--- config.mk ---
export PLATFORM = sky130hd
export DESIGN_NAME = radial_spotlight_luminance_core
export DESIGN_NICKNAME = d
export VERILOG_FILES = /design/src/hdl/rsl_pkg.sv /design/src/hdl/rsl_front.sv /design/src/hdl/rsl_queue.sv /design/src/hdl/rsl_back.sv /design/src/hdl/radial_spotlight_luminance_core.sv
export SDC_FILE = /design/constraint.sdc
export NUM_CORES = 2
export LEC_CHECK = 0
export BUFFER_PORTS_ARGS = -buffer_cell sky130_fd_sc_hd__buf_2
export CAP_MARGIN = 20
export CORE_MARGIN = 2
export CORE_UTILIZATION = 56
export CTS_BUF_LIST = sky130_fd_sc_hd__clkbuf_4 sky130_fd_sc_hd__clkbuf_8 sky130_fd_sc_hd__clkbuf_16
export DETAILED_ROUTE_END_ITERATION = 10
export GPL_TIMING_DRIVEN = 0
export PLACE_DENSITY = 0.68
export SLEW_MARGIN = 20
export SYNTH_ARGS = -nofsm -noshare
export SYNTH_HDL_FRONTEND = slang
export SYNTH_HIERARCHICAL = 1
export SYNTH_SLANG_ARGS = --single-unit
--- constraint.sdc ---
create_clock -name aclk -period 24.3 [get_ports aclk]
set_clock_uncertainty 0.15 [all_clocks]
set_input_delay 1.215 -clock aclk [delete_from_list [all_inputs] [get_ports aclk]]
set_output_delay 1.215 -clock aclk [all_outputs]
set_load 0.05 [all_outputs]
--- src/hdl/rsl_pkg.sv ---
`timescale 1ns / 1ps

package rsl_pkg;

    localparam int COORD_BITS_DEF = 12;
    localparam int LUM_BITS_DEF   = 16;

    // squared radius beyond which the flat far factor applies
    localparam int FAR_D2      = 25600;
    localparam int D2_BITS     = 15;

    // distance in unsigned Q.8, square root taken one bit per stage
    localparam int DIST_FRAC   = 8;
    localparam int ROOT_BITS   = 16;
    localparam int RAD_BITS    = 2 * ROOT_BITS;
    localparam int SQ_REM_BITS = ROOT_BITS + 2;

    // falloff span 200 in Q.8, far factor 0.2 of the span
    localparam int FACTOR_BITS = 16;
    localparam int SPAN_Q      = 51200;
    localparam int FAR_FACTOR  = 10240;

    // span split into a power of two and an odd part, 51200 = 25 << 11
    localparam int SPAN_SHIFT  = 11;
    localparam int SPAN_ODD    = 25;

    localparam int QUEUE_DEPTH = 4;

    localparam int CFG_ADDR_BITS = 2;
    localparam logic [CFG_ADDR_BITS-1:0] REG_CENTER_COL = 2'd0;
    localparam logic [CFG_ADDR_BITS-1:0] REG_CENTER_ROW = 2'd1;

    typedef struct packed {
        logic full;
        logic empty;
    } q_status_t;

endpackage

--- src/hdl/rsl_front.sv ---
`timescale 1ns / 1ps

module rsl_front import rsl_pkg::*; #(
    parameter int COORD_BITS = COORD_BITS_DEF,
    parameter int LUM_BITS   = LUM_BITS_DEF
) (
    input  logic                             aclk,
    input  logic                             aresetn,
    input  logic                             cfg_valid,
    input  logic [CFG_ADDR_BITS-1:0]         cfg_addr,
    input  logic [COORD_BITS:0]              cfg_data,
    input  logic                             s_valid,
    output logic                             s_ready,
    input  logic [COORD_BITS-1:0]            s_pixel_col,
    input  logic [COORD_BITS-1:0]            s_pixel_row,
    input  logic [LUM_BITS-1:0]              s_lum_in,
    input  q_status_t                        q_status,
    output logic                             q_push,
    output logic [1+D2_BITS+LUM_BITS-1:0]    q_item
);

    localparam int DXW = COORD_BITS + 1;
    localparam int DFW = COORD_BITS + 2;
    localparam int SQW = 2 * DXW;
    localparam int SMW = SQW + 1;

    logic [COORD_BITS:0] ccol_reg;
    logic [COORD_BITS:0] crow_reg;

    logic                f1_valid_reg;
    logic [DXW-1:0]      f1_dx_reg;
    logic [DXW-1:0]      f1_dy_reg;
    logic [LUM_BITS-1:0] f1_lum_reg;

    logic                f2_valid_reg;
    logic [SQW-1:0]      f2_sqx_reg;
    logic [SQW-1:0]      f2_sqy_reg;
    logic [LUM_BITS-1:0] f2_lum_reg;

    logic                f3_valid_reg;
    logic                f3_far_reg;
    logic [D2_BITS-1:0]  f3_d2_reg;
    logic [LUM_BITS-1:0] f3_lum_reg;

    logic                en;
    logic [DFW-1:0]      diff_col;
    logic [DFW-1:0]      diff_row;
    logic [DXW-1:0]      f1_dx_next;
    logic [DXW-1:0]      f1_dy_next;
    logic [SMW-1:0]      d2_sum;

    always_ff @(posedge aclk) begin
        if (!aresetn) begin
            ccol_reg <= '0;
            crow_reg <= '0;
        end else if (cfg_valid) begin
            unique case (cfg_addr)
                REG_CENTER_COL: ccol_reg <= cfg_data;
                REG_CENTER_ROW: crow_reg <= cfg_data;
                default: ;
            endcase
        end
    end

    assign en      = !(f3_valid_reg && q_status.full);
    assign s_ready = en;
    assign q_push  = f3_valid_reg && en;
    assign q_item  = {f3_far_reg, f3_d2_reg, f3_lum_reg};

    // signed distance to the centre, then magnitude
    assign diff_col = {2'b00, s_pixel_col} - {ccol_reg[COORD_BITS], ccol_reg};
    assign diff_row = {2'b00, s_pixel_row} - {crow_reg[COORD_BITS], crow_reg};

    assign f1_dx_next = diff_col[DFW-1] ? DXW'(-diff_col) : diff_col[DXW-1:0];
    assign f1_dy_next = diff_row[DFW-1] ? DXW'(-diff_row) : diff_row[DXW-1:0];

    assign d2_sum = SMW'(f2_sqx_reg) + SMW'(f2_sqy_reg);

    always_ff @(posedge aclk) begin
        if (!aresetn) begin
            f1_valid_reg <= 1'b0;
            f2_valid_reg <= 1'b0;
            f3_valid_reg <= 1'b0;
        end else if (en) begin
            f1_valid_reg <= s_valid;
            f2_valid_reg <= f1_valid_reg;
            f3_valid_reg <= f2_valid_reg;
        end
    end

    always_ff @(posedge aclk) begin
        if (en) begin
            f1_dx_reg  <= f1_dx_next;
            f1_dy_reg  <= f1_dy_next;
            f1_lum_reg <= s_lum_in;
            f2_sqx_reg <= f1_dx_reg * f1_dx_reg;
            f2_sqy_reg <= f1_dy_reg * f1_dy_reg;
            f2_lum_reg <= f1_lum_reg;
            f3_far_reg <= d2_sum > SMW'(FAR_D2);
            f3_d2_reg  <= d2_sum[D2_BITS-1:0];
            f3_lum_reg <= f2_lum_reg;
        end
    end

endmodule

--- src/hdl/rsl_queue.sv ---
`timescale 1ns / 1ps

module rsl_queue import rsl_pkg::*; #(
    parameter int WIDTH = 32,
    parameter int DEPTH = QUEUE_DEPTH
) (
    input  logic             aclk,
    input  logic             aresetn,
    input  logic             push,
    input  logic [WIDTH-1:0] wr_data,
    input  logic             pop,
    output logic [WIDTH-1:0] rd_data,
    output q_status_t        status
);

    localparam int PTR_W = (DEPTH > 1) ? $clog2(DEPTH) : 1;
    localparam int CNT_W = $clog2(DEPTH + 1);

    logic [WIDTH-1:0] mem_reg [0:DEPTH-1];
    logic [PTR_W-1:0] wr_ptr_reg;
    logic [PTR_W-1:0] rd_ptr_reg;
    logic [CNT_W-1:0] count_reg;
    logic [PTR_W-1:0] wr_ptr_next;
    logic [PTR_W-1:0] rd_ptr_next;
    logic [CNT_W-1:0] count_next;

    assign status.full  = count_reg == CNT_W'(DEPTH);
    assign status.empty = count_reg == '0;
    assign rd_data      = mem_reg[rd_ptr_reg];

    assign wr_ptr_next = (wr_ptr_reg == PTR_W'(DEPTH - 1)) ? '0 : wr_ptr_reg + 1'b1;
    assign rd_ptr_next = (rd_ptr_reg == PTR_W'(DEPTH - 1)) ? '0 : rd_ptr_reg + 1'b1;

    always_comb begin
        count_next = count_reg;
        if (push && !pop) begin
            count_next = count_reg + 1'b1;
        end else if (pop && !push) begin
            count_next = count_reg - 1'b1;
        end
    end

    always_ff @(posedge aclk) begin
        if (!aresetn) begin
            wr_ptr_reg <= '0;
            rd_ptr_reg <= '0;
            count_reg  <= '0;
        end else begin
            count_reg <= count_next;
            if (push) begin
                wr_ptr_reg <= wr_ptr_next;
            end
            if (pop) begin
                rd_ptr_reg <= rd_ptr_next;
            end
        end
    end

    always_ff @(posedge aclk) begin
        if (push) begin
            mem_reg[wr_ptr_reg] <= wr_data;
        end
    end

endmodule

--- src/hdl/rsl_back.sv ---
`timescale 1ns / 1ps

module rsl_back import rsl_pkg::*; #(
    parameter int LUM_BITS = LUM_BITS_DEF
) (
    input  logic                          aclk,
    input  logic                          aresetn,
    input  q_status_t                     q_status,
    input  logic [1+D2_BITS+LUM_BITS-1:0] q_item,
    output logic                          q_pop,
    output logic                          m_valid,
    input  logic                          m_ready,
    output logic [LUM_BITS-1:0]           m_lum_out
);

    localparam int PROD_W = LUM_BITS + FACTOR_BITS;
    localparam int RSW    = SQ_REM_BITS + 2;
    localparam int X_W    = PROD_W - SPAN_SHIFT;
    localparam int RCP_SH = X_W + $clog2(SPAN_ODD);
    localparam int RCP_W  = X_W + 1;
    localparam int RP_W   = X_W + RCP_W;
    localparam longint unsigned RCP_M = ((64'd1 << RCP_SH) + SPAN_ODD - 1) / SPAN_ODD;

    logic en;

    // square root stages
    logic                   sq_valid_reg [0:ROOT_BITS];
    logic                   sq_far_reg   [0:ROOT_BITS];
    logic [D2_BITS-1:0]     sq_d2_reg    [0:ROOT_BITS];
    logic [LUM_BITS-1:0]    sq_lum_reg   [0:ROOT_BITS];
    logic [SQ_REM_BITS-1:0] sq_rem_reg   [0:ROOT_BITS];
    logic [ROOT_BITS-1:0]   sq_root_reg  [0:ROOT_BITS];
    logic [SQ_REM_BITS-1:0] sq_rem_next  [1:ROOT_BITS];
    logic [ROOT_BITS-1:0]   sq_root_next [1:ROOT_BITS];

    // scale factor and product
    logic                   fac_valid_reg;
    logic [FACTOR_BITS-1:0] fac_reg;
    logic [LUM_BITS-1:0]    fac_lum_reg;
    logic [FACTOR_BITS-1:0] fac_next;
    logic                   prod_valid_reg;
    logic [PROD_W-1:0]      prod_reg;
    logic [PROD_W-1:0]      prod_next;

    // division by the span
    logic                   out_valid_reg;
    logic [LUM_BITS-1:0]    out_lum_reg;
    logic [RP_W-1:0]        recip_prod;

    assign en        = !out_valid_reg || m_ready;
    assign q_pop     = en && !q_status.empty;
    assign m_valid   = out_valid_reg;
    assign m_lum_out = out_lum_reg;

    always_ff @(posedge aclk) begin
        if (!aresetn) begin
            sq_valid_reg[0] <= 1'b0;
        end else if (en) begin
            sq_valid_reg[0] <= !q_status.empty;
        end
    end

    always_ff @(posedge aclk) begin
        if (en) begin
            sq_far_reg[0]  <= q_item[D2_BITS+LUM_BITS];
            sq_d2_reg[0]   <= q_item[LUM_BITS +: D2_BITS];
            sq_lum_reg[0]  <= q_item[LUM_BITS-1:0];
            sq_rem_reg[0]  <= '0;
            sq_root_reg[0] <= '0;
        end
    end

    for (genvar k = 0; k < ROOT_BITS; k++) begin : g_sq
        logic [RAD_BITS-1:0] rad;
        logic [1:0]          pair;
        logic [RSW-1:0]      rem_sh;
        logic [RSW-1:0]      trial;

        assign rad    = RAD_BITS'(sq_d2_reg[k]) << (2 * DIST_FRAC);
        assign pair   = rad[RAD_BITS-1-2*k -: 2];
        assign rem_sh = {sq_rem_reg[k], pair};
        assign trial  = RSW'({sq_root_reg[k], 2'b01});

        always_comb begin
            if (rem_sh >= trial) begin
                sq_rem_next[k+1]  = SQ_REM_BITS'(rem_sh - trial);
                sq_root_next[k+1] = {sq_root_reg[k][ROOT_BITS-2:0], 1'b1};
            end else begin
                sq_rem_next[k+1]  = SQ_REM_BITS'(rem_sh);
                sq_root_next[k+1] = {sq_root_reg[k][ROOT_BITS-2:0], 1'b0};
            end
        end

        always_ff @(posedge aclk) begin
            if (!aresetn) begin
                sq_valid_reg[k+1] <= 1'b0;
            end else if (en) begin
                sq_valid_reg[k+1] <= sq_valid_reg[k];
            end
        end

        always_ff @(posedge aclk) begin
            if (en) begin
                sq_far_reg[k+1]  <= sq_far_reg[k];
                sq_d2_reg[k+1]   <= sq_d2_reg[k];
                sq_lum_reg[k+1]  <= sq_lum_reg[k];
                sq_rem_reg[k+1]  <= sq_rem_next[k+1];
                sq_root_reg[k+1] <= sq_root_next[k+1];
            end
        end
    end

    // near: span minus distance, far: fixed fifth of the span
    assign fac_next  = sq_far_reg[ROOT_BITS] ? FACTOR_BITS'(FAR_FACTOR)
                                             : FACTOR_BITS'(SPAN_Q) - sq_root_reg[ROOT_BITS];
    assign prod_next = PROD_W'(fac_lum_reg) * PROD_W'(fac_reg);

    // drop the power of two, then multiply by the rounded-up reciprocal of the odd part
    assign recip_prod = RP_W'(prod_reg[PROD_W-1:SPAN_SHIFT]) * RP_W'(RCP_W'(RCP_M));

    always_ff @(posedge aclk) begin
        if (!aresetn) begin
            fac_valid_reg  <= 1'b0;
            prod_valid_reg <= 1'b0;
            out_valid_reg  <= 1'b0;
        end else if (en) begin
            fac_valid_reg  <= sq_valid_reg[ROOT_BITS];
            prod_valid_reg <= fac_valid_reg;
            out_valid_reg  <= prod_valid_reg;
        end
    end

    always_ff @(posedge aclk) begin
        if (en) begin
            fac_reg     <= fac_next;
            fac_lum_reg <= sq_lum_reg[ROOT_BITS];
            prod_reg    <= prod_next;
            out_lum_reg <= recip_prod[RCP_SH +: LUM_BITS];
        end
    end

endmodule

--- src/hdl/radial_spotlight_luminance_core.sv ---
`timescale 1ns / 1ps

// Radial spotlight luminance falloff. Each pixel transfer carries a column, a row and an
// unsigned Q0.LUM_BITS luminance; the result is the luminance scaled by (1 - d/200), d being
// the distance from the programmed centre in Q.8 (truncated), or by 0.2 beyond a distance of
// 160, and the centre pixel passes unchanged. One pixel is taken every clock and one result
// leaves every clock when nothing stalls, since the 16-stage square root and the reciprocal
// scaling are fully pipelined. A pixel passes 3 front registers, one queue entry, 17 square
// root registers and 3 scale registers before its result is valid. The front stalls only
// when the queue is full; the back stalls only on output backpressure.
// Registers: index 0 center_col, index 1 center_row, both signed COORD_BITS+1 bits, reset 0;
// writes to other indexes are ignored. Write the centre only while no pixel is in flight.

module radial_spotlight_luminance_core import rsl_pkg::*; #(
    parameter int COORD_BITS = COORD_BITS_DEF,
    parameter int LUM_BITS   = LUM_BITS_DEF
) (
    input  logic                     aclk,
    input  logic                     aresetn,
    input  logic                     cfg_valid,
    output logic                     cfg_ready,
    input  logic [CFG_ADDR_BITS-1:0] cfg_addr,
    input  logic [COORD_BITS:0]      cfg_data,
    input  logic                     s_valid,
    output logic                     s_ready,
    input  logic [COORD_BITS-1:0]    s_pixel_col,
    input  logic [COORD_BITS-1:0]    s_pixel_row,
    input  logic [LUM_BITS-1:0]      s_lum_in,
    output logic                     m_valid,
    input  logic                     m_ready,
    output logic [LUM_BITS-1:0]      m_lum_out
);

    localparam int ITEM_W = 1 + D2_BITS + LUM_BITS;

    q_status_t         q_status;
    logic              q_push;
    logic              q_pop;
    logic [ITEM_W-1:0] q_wr_item;
    logic [ITEM_W-1:0] q_rd_item;

    assign cfg_ready = 1'b1;

    rsl_front #(
        .COORD_BITS (COORD_BITS),
        .LUM_BITS   (LUM_BITS)
    ) u_front (
        .aclk        (aclk),
        .aresetn     (aresetn),
        .cfg_valid   (cfg_valid),
        .cfg_addr    (cfg_addr),
        .cfg_data    (cfg_data),
        .s_valid     (s_valid),
        .s_ready     (s_ready),
        .s_pixel_col (s_pixel_col),
        .s_pixel_row (s_pixel_row),
        .s_lum_in    (s_lum_in),
        .q_status    (q_status),
        .q_push      (q_push),
        .q_item      (q_wr_item)
    );

    rsl_queue #(
        .WIDTH (ITEM_W),
        .DEPTH (QUEUE_DEPTH)
    ) u_queue (
        .aclk    (aclk),
        .aresetn (aresetn),
        .push    (q_push),
        .wr_data (q_wr_item),
        .pop     (q_pop),
        .rd_data (q_rd_item),
        .status  (q_status)
    );

    rsl_back #(
        .LUM_BITS (LUM_BITS)
    ) u_back (
        .aclk      (aclk),
        .aresetn   (aresetn),
        .q_status  (q_status),
        .q_item    (q_rd_item),
        .q_pop     (q_pop),
        .m_valid   (m_valid),
        .m_ready   (m_ready),
        .m_lum_out (m_lum_out)
    );

endmodule
==> run_results.csv <==
group,metric,value,unit
place,place.gp.congestion,0.900,
setup_path,path_cells,"fa_1, inv_1, fa_1, inv_1, fa_1, fa_1, fa_1, inv_1, fa_1, inv_1, ha_1, ha_1, nand2_1, nor3_1, o2111ai_1, o211ai_1, o2111ai_1, a21oi_1, a31oi_1, xnor2_1",
route,routed_wl,132000,um
setup_path,rrSetupSlack,16990,ps
layout,largest_register_ffs,272,
setup_path,startpoint_type,"flop",
setup_path,crit_type,"flop to flop",
die,rows,131,
setup_path,crit_family,"adder cells",
global_routing,grt_pass1_wl,218000,um
route,via_per_inst,5.34,
yosys,synth_area,72400,um^2
layout,area_growth,9.38,%
yosys,synth_edf_count,1088,
timing,finalSetupViolCount,0,
run,cap_violations,0,
timing,rsz0062_at_grt,"false",
yosys,yosys.area.top_type_share,45.2,%
setup_path,critPathBufInv,4,
die,fp.dieW,363,um
setup_path,path_max_fanout,7,
timing,hold_viol,0,
setup_path,cp-end-kind,"flop",
layout,n_fill_cell,10039,
place,dp_cells,7737,
yosys,synth_top_flop_cell,"edfxtp_1",
clocking,cts.htree.levels,3,
die,start_util,56.6,%
yosys,synth_area_leaders,"edfxtp_1 (45%), fa_1 (15%), ha_1 (11%)",
layout,diodes,0,
yosys,synth_area_per_cell,12.1,um^2
global_routing,grt_max_degree,119,
yosys,yosysSeqAreaShare,46.3,%
yosys,synth_commonest_cells,"inv_1 (1103), edfxtp_1 (1088), ha_1 (635), fa_1 (548), nand2_1 (497)",
clocking,post_cts_buffers,0,
yosys,postSynthCellCount,5984,
global_routing,antenna_found_initial,1,
timing,tightestPinTransition,706,ps
route,wl_per_cell,16.6,um
clocking,worstSkewPairLatency,750,ps
route,vias,42420,
yosys,ys_seq_elements,1130,
yosys,ys_warn_count,6,
route,drtIter0Drc,2100,
clocking,cts_hold_buf,0,
clocking,cts-root-buf,"clkbuf_16",
layout,fin_cells,7951,
yosys,syn_nets,7227,
yosys,yosysUniqueCellTypes,101,
timing,tns,0,ps
route,firstDrtPassIters,5,
clocking,cts_tree,"yes",
layout,drive_above_1_share,6.81,%
yosys,async_flop_share,0,%
global_routing,grtUsageTotal,20.4,%
die,die_area,132000,um^2
setup_path,cpMostUsedCell,"fa_1",
die,core-area,128000,um^2
timing,finalCritPeriodShare,30.1,%
yosys,yosysMostFrequentCell,"inv_1",
timing,max_freq,137,MHz
clocking,clock_sinks,1130,
setup_path,arrival,7610,ps
layout,nets,7435,
timing,drv_slew,0,
clocking,clkTransAtPathRegs,60,ps
die,die_h,363,um
route,route.detailed.drc,0,
yosys,synth_top_area_cell,"edfxtp_1",
timing,hold_ws,232,ps
timing,relSlewSlack,52.6,%
timing,min_period,7310,ps
setup_path,slowest_stage,"fa_1",
clocking,ctsResizeCount,0,
route,ant_nets,0,
die,io_pins,79,
global_routing,gr-total-overflow,0,
clocking,cts-buffers-inserted,115,
clocking,cts.path.max_buffers,3,
global_routing,grt_pass1_vias,43690,
worst_hold_path,hp-class,"flop to flop",
status,status,"complete, no violations",
place,dp_hpwl,101000,um
place,port_buffers,77,
setup_path,critPathMaxStageDelay,710,ps
setup_path,cp.required,24600,ps
cell families (layout without fill, tap and decap cells):
group,Yosys count,in the layout,share of synthesized area (%)
and+or+nand+nor,1336,1336,9.11
buffers and inverters,1212,1517,6.40
adders and majority gates,1183,1183,26.1
DFF,1130,1130,46.3
AOI/OAI and AO/OA,730,730,6.54
xor gates and xnor gates,312,312,3.78
muxes,79,79,1.71
other,2,2,0.0104
stage by stage:
step | setup slack [ps] | utilization, % | instance area (um^2)
floorplan | 6150 | - | 72400
global placement | 376 | 58.5 | 74800
finish | 16990 | 61.9 | 79100
CTS | 16980 | 61.9 | 79100
global route | 16590 | 61.9 | 79100
detailed placement | 16970 | 58.8 | 75200
layout make-up:
cell class | count | area (um^2) | area share, %
plain buffers | 109 | 488 | 0.617
repair buffers | 91 | 741 | 0.936
clock buffers | 139 | 3100 | 3.92
flip-flops and latches | 1130 | 33500 | 42.3
multi-input cells | 3642 | 34200 | 43.2
inverters | 1103 | 4150 | 5.24
well taps | 1662 | 2080 | 2.63
clock inverters | 75 | 851 | 1.07
worst reg2reg max path, stage by stage, from the launching register on:
cell	delay, ps
edfxtp_1	630
fa_1	710
inv_1	80
fa_1	510
inv_1	50
fa_1	480
fa_1	520
fa_1	550
inv_1	60
fa_1	530
inv_1	50
ha_1	290
ha_1	400
nand2_1	150
nor3_1	310
o2111ai_1	160
o211ai_1	540
o2111ai_1	350
a21oi_1	280
a31oi_1	130
xnor2_1	160
routing by layer:
metal  up-vias  GRT usage (%)  wire [um]  share of wire (%)
met2       718           36.5      66800                 51
met4         2           6.19       3560                2.7
met3       225           2.61       4660                3.5
li1      20649              -          -                  -
met1     20826           26.0      56600                 43
met5         -              0         13             0.0099
cell usage in the layout, fill, tap and decap left out, types with 39 or more instances in the layout:
master,netlist,layout
inv_1,1103,1102
edfxtp_1,1088,1088
ha_1,635,635
fa_1,548,548
nand2_1,497,496
nor2_1,212,212
and2_1,207,203
xnor2_1,194,194
a21oi_1,189,189
o21ai_0,168,168
xor2_1,118,118
clkbuf_16,0,117
clkbuf_1,91,91
nor3_1,91,91
buf_2,11,88
a21o_1,73,73
nand3_1,51,51
nor2b_1,51,51
o21a_1,44,44
dfxtp_1,42,42
nand2b_1,41,41
a21boi_0,39,39
final timing paths:
kind,from,to,depth (start not counted)
max,u_back/prod_reg[23]$_DFFE_PN_,u_back/m_lum_out[15]$_DFFE_PN_,20
min,u_back/sq_far_reg[0][5]$_DFFE_PN_,u_back/sq_far_reg[0][6]$_DFFE_PN_,0
max reg2reg,u_back/prod_reg[23]$_DFFE_PN_,u_back/m_lum_out[15]$_DFFE_PN_,20
min reg2reg,u_back/sq_far_reg[0][5]$_DFFE_PN_,u_back/sq_far_reg[0][6]$_DFFE_PN_,0
Power is not shown: default switching activity piles up to over one toggle a cycle in this logic, so the estimate is an artifact.
